<file path="src/hw/rtl/rlpe_pkg.sv">
// Shared types, constants and the color wheel function of the rainbow LED encoder.
package rlpe_pkg;

  // Default chain length.
  localparam int PIXEL_COUNT_DEF = 64;

  // Field widths.
  localparam int IDX_W   = 10;
  localparam int TS_W    = 32;
  localparam int DUTY_W  = 16;
  localparam int WAIT_W  = 8;
  localparam int HUE_W   = 8;
  localparam int GRB_W   = 24;
  localparam int CFG_IDX_W = 2;

  // Serializer constants: one beat per color bit.
  localparam int BITS_PER_PIXEL = GRB_W;
  localparam int BIT_CNT_W      = $clog2(BITS_PER_PIXEL);

  // Job queue between the front and back parts.
  localparam int QUEUE_DEPTH = 4;
  localparam int QPTR_W      = $clog2(QUEUE_DEPTH);

  // Color wheel segment bounds.
  localparam logic [7:0] WHEEL_SEG1 = 8'd85;
  localparam logic [7:0] WHEEL_SEG2 = 8'd170;
  localparam logic [7:0] WHEEL_MAX  = 8'd255;

  // Input commands.
  typedef enum logic [1:0] {
    CMD_TICK  = 2'd0,
    CMD_WHEEL = 2'd1,
    CMD_COLOR = 2'd2
  } cmd_t;

  // Configuration register indexes.
  typedef enum logic [CFG_IDX_W-1:0] {
    REG_WAIT_MS     = 2'd0,
    REG_DUTY_ONE    = 2'd1,
    REG_DUTY_ZERO   = 2'd2,
    REG_SPREAD_MODE = 2'd3
  } reg_idx_t;

  // Configuration register set.
  typedef struct packed {
    logic [WAIT_W-1:0] wait_ms;
    logic [DUTY_W-1:0] duty_one;
    logic [DUTY_W-1:0] duty_zero;
    logic              spread_mode;
  } cfg_t;

  // One classified job: a tick result, a wheel hue or an explicit color.
  typedef struct packed {
    logic             tick;
    logic             adv;
    logic             wheel;
    logic [GRB_W-1:0] data;
  } job_t;

  // Three-segment color wheel, returns GRB with green in the high byte.
  function automatic logic [GRB_W-1:0] wheel_grb(input logic [HUE_W-1:0] hue);
    logic [7:0] p;
    logic [7:0] q;
    logic [9:0] q3;
    logic [7:0] r;
    logic [7:0] g;
    logic [7:0] b;
    p = WHEEL_MAX - hue;
    if (p < WHEEL_SEG1) begin
      q = p;
    end else if (p < WHEEL_SEG2) begin
      q = p - WHEEL_SEG1;
    end else begin
      q = p - WHEEL_SEG2;
    end
    q3 = {2'b00, q} + {1'b0, q, 1'b0};
    if (p < WHEEL_SEG1) begin
      r = WHEEL_MAX - q3[7:0];
      g = 8'd0;
      b = q3[7:0];
    end else if (p < WHEEL_SEG2) begin
      r = 8'd0;
      g = q3[7:0];
      b = WHEEL_MAX - q3[7:0];
    end else begin
      r = q3[7:0];
      g = WHEEL_MAX - q3[7:0];
      b = 8'd0;
    end
    return {g, r, b};
  endfunction

endpackage

</file>
<file path="src/hw/rtl/rlpe_front.sv">
// Front part: accepts items, keeps the frame timer and hue phase, classifies jobs.
module rlpe_front import rlpe_pkg::*; #(
  parameter int PIXEL_COUNT = PIXEL_COUNT_DEF
) (
  input  logic             clk,
  input  logic             rst,
  input  cfg_t             cfg,
  input  logic             in_fire,
  input  logic [1:0]       cmd,
  input  logic [TS_W-1:0]  timestamp,
  input  logic [IDX_W-1:0] pixel_index,
  input  logic [GRB_W-1:0] color,
  output logic             job_push,
  output job_t             job
);

  localparam logic [IDX_W:0] PCOUNT = (IDX_W+1)'(PIXEL_COUNT);

  // Scaled reciprocal of the chain length: ceil(2^RECIP_SHIFT / PIXEL_COUNT).
  localparam int RECIP_SHIFT = 28;
  localparam int RECIP_W     = RECIP_SHIFT + 1;
  localparam int PROD_W      = IDX_W + RECIP_W;
  localparam logic [RECIP_W-1:0] SPREAD_RECIP =
    RECIP_W'(((64'd1 << RECIP_SHIFT) + 64'(PIXEL_COUNT) - 64'd1) / 64'(PIXEL_COUNT));

  logic [HUE_W-1:0] hue_phase;
  logic [TS_W-1:0]  next_due;
  logic             started;

  logic [TS_W-1:0]   due_base;
  logic              due;
  logic              in_range;
  logic [PROD_W-1:0] spread_prod;
  logic [HUE_W-1:0]  spread_pos;
  logic [HUE_W-1:0]  hue;

  // Frame due test; in spread mode the first tick latches its timestamp.
  always_comb begin
    due_base = (cfg.spread_mode && !started) ? timestamp : next_due;
    if (cfg.spread_mode) begin
      due = timestamp > due_base;
    end else begin
      due = (next_due < {{(TS_W-WAIT_W){1'b0}}, cfg.wait_ms}) || (timestamp > next_due);
    end
  end

  // Spread position index*256/PIXEL_COUNT as a multiply by the scaled reciprocal.
  // The reciprocal is exact for every index below the chain length.
  assign spread_prod = {{RECIP_W{1'b0}}, pixel_index} * {{IDX_W{1'b0}}, SPREAD_RECIP};
  assign spread_pos  = spread_prod[RECIP_SHIFT-1:RECIP_SHIFT-HUE_W];

  assign in_range = {1'b0, pixel_index} < PCOUNT;
  assign hue = cfg.spread_mode ? (spread_pos + hue_phase)
                               : (pixel_index[HUE_W-1:0] + hue_phase);

  // Classification into a queue job; out-of-range and unused commands are dropped.
  always_comb begin
    job_push = 1'b0;
    job      = '0;
    case (cmd_t'(cmd))
      CMD_TICK: begin
        job_push = in_fire;
        job.tick = 1'b1;
        job.adv  = due;
      end
      CMD_WHEEL: begin
        job_push   = in_fire && in_range;
        job.wheel  = 1'b1;
        job.data   = {{(GRB_W-HUE_W){1'b0}}, hue};
      end
      CMD_COLOR: begin
        job_push = in_fire && in_range;
        job.data = color;
      end
      default: begin
        job_push = 1'b0;
      end
    endcase
  end

  // Frame timer state, updated by each accepted tick.
  always_ff @(posedge clk) begin
    if (rst) begin
      hue_phase <= '0;
      next_due  <= '0;
      started   <= 1'b0;
    end else if (in_fire && (cmd_t'(cmd) == CMD_TICK)) begin
      if (cfg.spread_mode && !started) begin
        started  <= 1'b1;
        next_due <= timestamp;
      end
      if (due) begin
        hue_phase <= hue_phase + 1'b1;
        next_due  <= timestamp + {{(TS_W-WAIT_W){1'b0}}, cfg.wait_ms};
      end
    end
  end

endmodule

</file>
<file path="src/hw/rtl/rlpe_queue.sv">
// Short job queue between the front and back parts.
module rlpe_queue import rlpe_pkg::*; (
  input  logic clk,
  input  logic rst,
  input  logic push,
  input  job_t wdata,
  input  logic pop,
  output job_t rdata,
  output logic full,
  output logic not_empty
);

  job_t              slots [QUEUE_DEPTH];
  logic [QPTR_W-1:0] wr_ptr;
  logic [QPTR_W-1:0] rd_ptr;
  logic [QPTR_W:0]   count;

  assign full      = count == (QPTR_W+1)'(QUEUE_DEPTH);
  assign not_empty = count != '0;
  assign rdata     = slots[rd_ptr];

  // Pointers and fill count.
  always_ff @(posedge clk) begin
    if (rst) begin
      wr_ptr <= '0;
      rd_ptr <= '0;
      count  <= '0;
    end else begin
      if (push) begin
        wr_ptr <= wr_ptr + 1'b1;
      end
      if (pop) begin
        rd_ptr <= rd_ptr + 1'b1;
      end
      if (push && !pop) begin
        count <= count + 1'b1;
      end else if (pop && !push) begin
        count <= count - 1'b1;
      end
    end
  end

  // Job storage.
  always_ff @(posedge clk) begin
    if (push) begin
      slots[wr_ptr] <= wdata;
    end
  end

endmodule

</file>
<file path="src/hw/rtl/rlpe_back.sv">
// Back part: color wheel lookup and 24-beat bit serializer into the result register.
module rlpe_back import rlpe_pkg::*; (
  input  logic              clk,
  input  logic              rst,
  input  cfg_t              cfg,
  input  logic              q_valid,
  input  job_t              q_job,
  output logic              q_pop,
  output logic              empty,
  input  logic              pop,
  output logic [DUTY_W-1:0] duty,
  output logic              last,
  output logic              frame_advanced
);

  localparam logic [BIT_CNT_W-1:0] LAST_BIT = BIT_CNT_W'(BITS_PER_PIXEL - 1);

  logic                 out_valid;
  logic                 busy;
  logic [GRB_W-1:0]     sh;
  logic [BIT_CNT_W-1:0] cnt;

  logic             load;
  logic             beat;
  logic             beat_bit;
  logic             beat_last;
  logic             beat_adv;
  logic             beat_tick;
  logic [GRB_W-1:0] grb;

  assign empty = !out_valid;
  assign load  = !out_valid || pop;

  // Next beat: from the running pixel, or straight from the queue head.
  always_comb begin
    q_pop     = 1'b0;
    beat      = 1'b0;
    beat_bit  = 1'b0;
    beat_last = 1'b0;
    beat_adv  = 1'b0;
    beat_tick = 1'b0;
    grb       = q_job.wheel ? wheel_grb(q_job.data[HUE_W-1:0]) : q_job.data;
    if (busy) begin
      beat      = load;
      beat_bit  = sh[GRB_W-1];
      beat_last = cnt == LAST_BIT;
    end else if (q_valid) begin
      beat  = load;
      q_pop = load;
      if (q_job.tick) begin
        beat_tick = 1'b1;
        beat_last = 1'b1;
        beat_adv  = q_job.adv;
      end else begin
        beat_bit = grb[GRB_W-1];
      end
    end
  end

  // Serializer state.
  always_ff @(posedge clk) begin
    if (rst) begin
      busy <= 1'b0;
      cnt  <= '0;
    end else if (busy) begin
      if (load) begin
        sh  <= {sh[GRB_W-2:0], 1'b0};
        cnt <= cnt + 1'b1;
        if (cnt == LAST_BIT) begin
          busy <= 1'b0;
        end
      end
    end else if (q_pop && !q_job.tick) begin
      sh   <= {grb[GRB_W-2:0], 1'b0};
      cnt  <= BIT_CNT_W'(1);
      busy <= 1'b1;
    end
  end

  // Result register.
  always_ff @(posedge clk) begin
    if (rst) begin
      out_valid <= 1'b0;
    end else if (beat) begin
      out_valid <= 1'b1;
    end else if (pop) begin
      out_valid <= 1'b0;
    end
  end

  always_ff @(posedge clk) begin
    if (beat) begin
      duty           <= beat_tick ? '0 : (beat_bit ? cfg.duty_one : cfg.duty_zero);
      last           <= beat_last;
      frame_advanced <= beat_adv;
    end
  end

endmodule

</file>
<file path="src/hw/rtl/rainbow_led_pattern_encoder_unit.sv">
// Top level of the rainbow LED pattern encoder.
//
// Input channel: push/full. An item is a tick (cmd 0) with a millisecond
// timestamp, a rainbow pixel request (cmd 1) or an explicit color request
// (cmd 2). Result channel: empty/pop; duty, last and frame_advanced show the
// oldest result while empty is low. Configuration: cfg_valid/cfg_ready with
// cfg_index and cfg_data; cfg_ready is always high, write only while idle.
// The result of a beat is registered and shows in the cycle after the beat.
// Throughput: a pixel request gives 24 beats, one per cycle while the result
// register is empty or popped; a tick gives one beat. The bit serializer of
// the back part sets this rate. A four-entry job queue lets the front keep
// accepting while the serializer works; full rises once it fills.
// Requests with an index beyond the chain and command 3 give no result.
// Reset clears the hue phase, frame timer, queue and result register and
// loads the register defaults. If the receiver stalls, the result holds and
// the queue fills, then full stops the sender.
module rainbow_led_pattern_encoder_unit import rlpe_pkg::*; #(
  parameter int PIXEL_COUNT = PIXEL_COUNT_DEF
) (
  input  logic                 clk,
  input  logic                 rst,
  input  logic                 push,
  output logic                 full,
  input  logic [1:0]           cmd,
  input  logic [TS_W-1:0]      timestamp,
  input  logic [IDX_W-1:0]     pixel_index,
  input  logic [GRB_W-1:0]     color,
  output logic                 empty,
  input  logic                 pop,
  output logic [DUTY_W-1:0]    duty,
  output logic                 last,
  output logic                 frame_advanced,
  input  logic                 cfg_valid,
  output logic                 cfg_ready,
  input  logic [CFG_IDX_W-1:0] cfg_index,
  input  logic [DUTY_W-1:0]    cfg_data
);

  cfg_t cfg;
  logic in_fire;
  logic job_push;
  job_t job;
  job_t q_job;
  logic q_valid;
  logic q_pop;

  assign cfg_ready = 1'b1;
  assign in_fire   = push && !full;

  // Configuration registers.
  always_ff @(posedge clk) begin
    if (rst) begin
      cfg.wait_ms     <= WAIT_W'(20);
      cfg.duty_one    <= '0;
      cfg.duty_zero   <= '0;
      cfg.spread_mode <= 1'b0;
    end else if (cfg_valid && cfg_ready) begin
      case (reg_idx_t'(cfg_index))
        REG_WAIT_MS:     cfg.wait_ms     <= cfg_data[WAIT_W-1:0];
        REG_DUTY_ONE:    cfg.duty_one    <= cfg_data;
        REG_DUTY_ZERO:   cfg.duty_zero   <= cfg_data;
        REG_SPREAD_MODE: cfg.spread_mode <= cfg_data[0];
        default: ;
      endcase
    end
  end

  rlpe_front #(
    .PIXEL_COUNT(PIXEL_COUNT)
  ) u_front (
    .clk         (clk),
    .rst         (rst),
    .cfg         (cfg),
    .in_fire     (in_fire),
    .cmd         (cmd),
    .timestamp   (timestamp),
    .pixel_index (pixel_index),
    .color       (color),
    .job_push    (job_push),
    .job         (job)
  );

  rlpe_queue u_queue (
    .clk       (clk),
    .rst       (rst),
    .push      (job_push),
    .wdata     (job),
    .pop       (q_pop),
    .rdata     (q_job),
    .full      (full),
    .not_empty (q_valid)
  );

  rlpe_back u_back (
    .clk            (clk),
    .rst            (rst),
    .cfg            (cfg),
    .q_valid        (q_valid),
    .q_job          (q_job),
    .q_pop          (q_pop),
    .empty          (empty),
    .pop            (pop),
    .duty           (duty),
    .last           (last),
    .frame_advanced (frame_advanced)
  );

endmodule

</file>
<file path="config.mk">
export PLATFORM = sky130hd
export DESIGN_NAME = rainbow_led_pattern_encoder_unit
export DESIGN_NICKNAME = d
export VERILOG_FILES = /design/src/hw/rtl/rlpe_pkg.sv /design/src/hw/rtl/rlpe_front.sv /design/src/hw/rtl/rlpe_queue.sv /design/src/hw/rtl/rlpe_back.sv /design/src/hw/rtl/rainbow_led_pattern_encoder_unit.sv
export SDC_FILE = /design/constraint.sdc
export NUM_CORES = 1
export LEC_CHECK = 0
export BUFFER_PORTS_ARGS = -buffer_cell sky130_fd_sc_hd__clkbuf_2
export CAP_MARGIN = 20
export CORE_AREA = 2 2 225 227
export DETAILED_ROUTE_END_ITERATION = 16
export DIE_AREA = 0 0 227 229
export PLACE_DENSITY = 0.57
export SETUP_SLACK_MARGIN = 0.5
export SLEW_MARGIN = 20
export SYNTH_ARGS = -nofsm -noshare
export SYNTH_HDL_FRONTEND = slang
export SYNTH_SLANG_ARGS = --single-unit
</file>
<file path="constraint.sdc">
create_clock -name clk -period 13.1 [get_ports clk]
set_input_delay 0 -clock clk [delete_from_list [all_inputs] [get_ports clk]]
set_output_delay 0 -clock clk [all_outputs]
set_load 0.01 [all_outputs]
</file>
==> results.md <==
## Run status
- run status: finished, final reports clean

## Timing
- Fin. Hold Viols: 0
- Max Transition Viols Final: 0
- slew margin rel.: 0.269
- setup_tns: 0 ns
- Final setup violation count: 0
- slew at the pin closest to its max-slew limit: 1.09 ns
- maximum achievable frequency: 166 MHz
- final worst-path cycle share: 0.460
- minimum clock period: 6.03 ns
- setup repair after global routing missed its margin: no
- setup clock skew after layout: 0.0191 ns

## Clocking
- Skew-Pair Late Insertion Delay: 0.56 ns
- clock buffer count from CTS: 28
- # resized after CTS: 0
- clock edge transition at the registers on the reported setup and hold paths: 0.06 ns
- Root Buffer: sky130_fd_sc_hd__clkbuf_16
- Max Root-Sink Buffers: 3
- H-tree levels: 1
- clock tree from TritonCTS: done
- clock tree sinks: 247

## Synthesis
- Post-synth ARST share: 0
- proportion of synthesized chip area in sequential cells: 0.439
- Post-Synthesis Net Count: 1712
- Mapped Avg Cell Area: 9.84 um^2
- Yosys top cell by area: sky130_fd_sc_hd__edfxtp_1
- most instantiated flip-flop cell in the synthesis netlist: sky130_fd_sc_hd__edfxtp_1
- number of synthesized register bits: 247
- combined area of all synthesized cells: 0.0147 mm^2
- number of warnings printed during yosys synthesis: 0
- cell count after synthesis: 1490
- distinct cell type count of the synthesized netlist: 80
- fraction of synthesized cell area taken by the top area cell type: 0.305
- number of enable-type register cells in the synthesized netlist: 149
- synth top area cells: sky130_fd_sc_hd__edfxtp_1 31%, sky130_fd_sc_hd__dfxtp_1 13%, sky130_fd_sc_hd__ha_1 11%, sky130_fd_sc_hd__a21oi_1 5.1%, sky130_fd_sc_hd__nand2_1 4.8%

## Placement
- final weighted congestion in routability-driven placement: 0.812
- Final HPWL DP: 28000 um
- area of placed instances: 0.0159 mm^2
- PortBufs: 110

## Cells and area
- post-layout net count: 1879
- Area Growth Syn to Fin: 19.7%
- fillers: 5072
- commonest cells after routing, fill and taps aside: 187 x sky130_fd_sc_hd__nand2_1, 150 x sky130_fd_sc_hd__a21oi_1, 149 x sky130_fd_sc_hd__edfxtp_1
- utilization after layout: 0.353
- fraction of final layout cells with drive strength greater than 1: 0.138
- leading cell type in the layout, fill and taps excluded: sky130_fd_sc_hd__nand2_1
- Layout Cell Area excl Fill: 0.0176 mm^2

## GRT
- largest net degree at the start of global routing: 70
- antenna violations before repair: 2
- vias in the first global route: 11.7k
- sum of overflow across all layers after global routing: 0
- first-pass GRT wire length: 63200 um
- total global-route track usage: 0.153

## Drt
- WL/cell: 16.8 um
- antenna-violating nets left: 0
- Remaining DRCs: 0
- DRC violation total after the first TritonRoute iteration: 705
- total wirelength of the detailed-routed design: 39500 um
- total number of vias: 11.7k
- via density per instance: 4.95
- total iterations of the first detailed-routing run: 5

## Setup path
- Setup CP Type: register to register
- data arrival time of the critical path: 6.48 ns
- kind of launch point of the worst setup path: register
- Data required, critical path: 13.54 ns
- sort of element at the end of the critical path: register
- worst-path maximum fanout: 63

## Floorplanning
- area of the die: 0.0520 mm^2
- width of the die: 227 um
- core area: 0.0497 mm^2
- initial standard-cell utilization of the core: 0.295
- I/O pin total: 112
- FP Rows: 82
- die height: 229 um

## Power
- share of total power in sequential cells: 0.336
- design internal power: 1.87 mW
- Power Dens Cells: 171 mW/mm^2
- sum of internal, switching and leakage power: 2.99 mW
- share of power burned in the clock network: 0.249
- VDD IR max: 127 uV
- reported leakage power: 6.56 nW
- switching portion of total power: 0.375
- proportion of power drawn by combinational gates: 0.414
- total net switching power: 1.12 mW

## Job
- max-capacitance violation count: 0

## Min path
- class of the tightest hold or removal check: input pin to register

==> logic make-up after synthesis <==
group                    count (synthesis)  synth area share
AO/OA/AOI/OAI                          374             0.165
flip-flops                             247             0.439
adder cells (fa/ha/maj)                131             0.114
multiplexers                            41            0.0505
buffers and inverters                  156            0.0457
XOR/XNOR                                40            0.0239
AND/OR/NAND/NOR                        500             0.161
other                                    1          0.000256
==> routing by layer <==
| metal | GRT usage | vias up | share of wire | wire [um] |
|---|---|---|---|---|
| met5 | 0 | - | 0 | 0 |
| met4 | 0.0413 | 0 | 0.027 | 1060 |
| met3 | 0.0200 | 60 | 0.034 | 1360 |
| met2 | 0.270 | 225 | 0.50 | 19600 |
| met1 | 0.195 | 5592 | 0.44 | 17500 |
| li1 | - | 5774 | - | - |
==> timing repair <==
| item | in CTS | in global routing |
|---|---|---|
| buffers inserted | 0 | 0 |
| hold buffers | 82 | 0 |
| endpoints found under the hold margin | 156 | 0 |
==> stage by stage <==
step / hold slack, ns / worst slack (ns) / cells
after floorplan: 0.118 / 7.73 / 1490
after global placement: 0.242 / 7.29 / 2216
after detailed placement: 0.251 / 7.22 / 2217
after CTS: 0.000276 / 7.09 / 2350
after global routing: 0.00779 / 6.74 / 2352
final: 0.0158 / 7.07 / 2352
==> area by class of cell <==
class | count | area [um^2] | share of cell area
multi-input cells | 1087 | 7580 | 0.432
flip-flops and latches | 247 | 6440 | 0.367
repair buffers | 206 | 1480 | 0.0845
well taps | 672 | 841 | 0.0479
clock buffers | 38 | 769 | 0.0438
inverters | 87 | 339 | 0.0193
clock inverters | 13 | 96.3 | 0.00549
diodes | 2 | 5.00 | 0.000285
==> worst max-delay path, cell delays in order (launching register included) <==
cell	delay [ns]
sky130_fd_sc_hd__dfxtp_1	0.80
sky130_fd_sc_hd__inv_1	0.40
sky130_fd_sc_hd__nor2_4	0.15
sky130_fd_sc_hd__buf_4	0.53
sky130_fd_sc_hd__a21oi_1	0.15
sky130_fd_sc_hd__ha_1	0.33
sky130_fd_sc_hd__nand4_1	0.15
sky130_fd_sc_hd__nor4_1	0.70
sky130_fd_sc_hd__a21boi_0	0.25
sky130_fd_sc_hd__o31a_1	0.30
sky130_fd_sc_hd__o21a_1	0.28
sky130_fd_sc_hd__a21boi_2	0.88
sky130_fd_sc_hd__a21oi_1	0.15
sky130_fd_sc_hd__o211a_1	0.25
sky130_fd_sc_hd__dlygate4sd3_1	0.55
==> sequential cells by signal, summed over array words and instances, names as in the netlist, 2 cells and up, named ones only <==
register	flops
u_front.hue_phase	8
cfg	41
u_queue.rd_ptr	2
u_back.duty	16
u_queue.wr_ptr	2
u_back.cnt	5
u_back.sh	23
u_queue.slots	108
u_front.next_due	32
u_queue.count	3
==> worst paths after layout <==
path,to,slack (ns),depth (start not counted),start
setup / recovery,u_front.next_due[21],7.07,14,cfg[0]
hold / removal,u_queue.slots[2][5],0.02,3,color[5]
setup reg to reg,u_front.next_due[21],7.07,14,cfg[0]
hold reg to reg,cfg[2],0.45,2,cfg[2]
==> synthesized netlist by cell type, types with 6 or more instances <==
| cell type | n |
|---|---|
| sky130_fd_sc_hd__a211o_1 | 9 |
| sky130_fd_sc_hd__a211oi_1 | 17 |
| sky130_fd_sc_hd__a21o_1 | 10 |
| sky130_fd_sc_hd__a21oi_1 | 150 |
| sky130_fd_sc_hd__a22oi_1 | 8 |
| sky130_fd_sc_hd__a31oi_1 | 16 |
| sky130_fd_sc_hd__and2_1 | 27 |
| sky130_fd_sc_hd__and3_1 | 13 |
| sky130_fd_sc_hd__buf_2 | 9 |
| sky130_fd_sc_hd__buf_6 | 6 |
| sky130_fd_sc_hd__clkbuf_1 | 45 |
| sky130_fd_sc_hd__dfxtp_1 | 98 |
| sky130_fd_sc_hd__edfxtp_1 | 149 |
| sky130_fd_sc_hd__ha_1 | 126 |
| sky130_fd_sc_hd__inv_1 | 85 |
| sky130_fd_sc_hd__mux2i_1 | 11 |
| sky130_fd_sc_hd__mux4_2 | 26 |
| sky130_fd_sc_hd__nand2_1 | 187 |
| sky130_fd_sc_hd__nand2b_1 | 9 |
| sky130_fd_sc_hd__nand3_1 | 33 |
| sky130_fd_sc_hd__nand4_1 | 23 |
| sky130_fd_sc_hd__nor2_1 | 125 |
| sky130_fd_sc_hd__nor2b_1 | 14 |
| sky130_fd_sc_hd__nor3_1 | 23 |
| sky130_fd_sc_hd__nor4_1 | 14 |
| sky130_fd_sc_hd__o211ai_1 | 12 |
| sky130_fd_sc_hd__o21a_1 | 13 |
| sky130_fd_sc_hd__o21ai_0 | 50 |
| sky130_fd_sc_hd__o21ai_1 | 18 |
| sky130_fd_sc_hd__o31ai_1 | 8 |
| sky130_fd_sc_hd__or3_1 | 9 |
| sky130_fd_sc_hd__xnor2_1 | 21 |
| sky130_fd_sc_hd__xor2_1 | 19 |
==> power by group through the flow <==
stage	logic, mW	registers (mW)	clock network, mW
2_1_floorplan	0.889	1.02	0
6_report	1.24	1.01	0.747
5_1_grt	1.41	1.02	0.799
3_5_place_dp	1.22	1.02	0
3_3_place_gp	1.21	1.02	0
4_1_cts	1.25	1.01	0.766
Note: power is estimated with default switching activity, not from simulation.
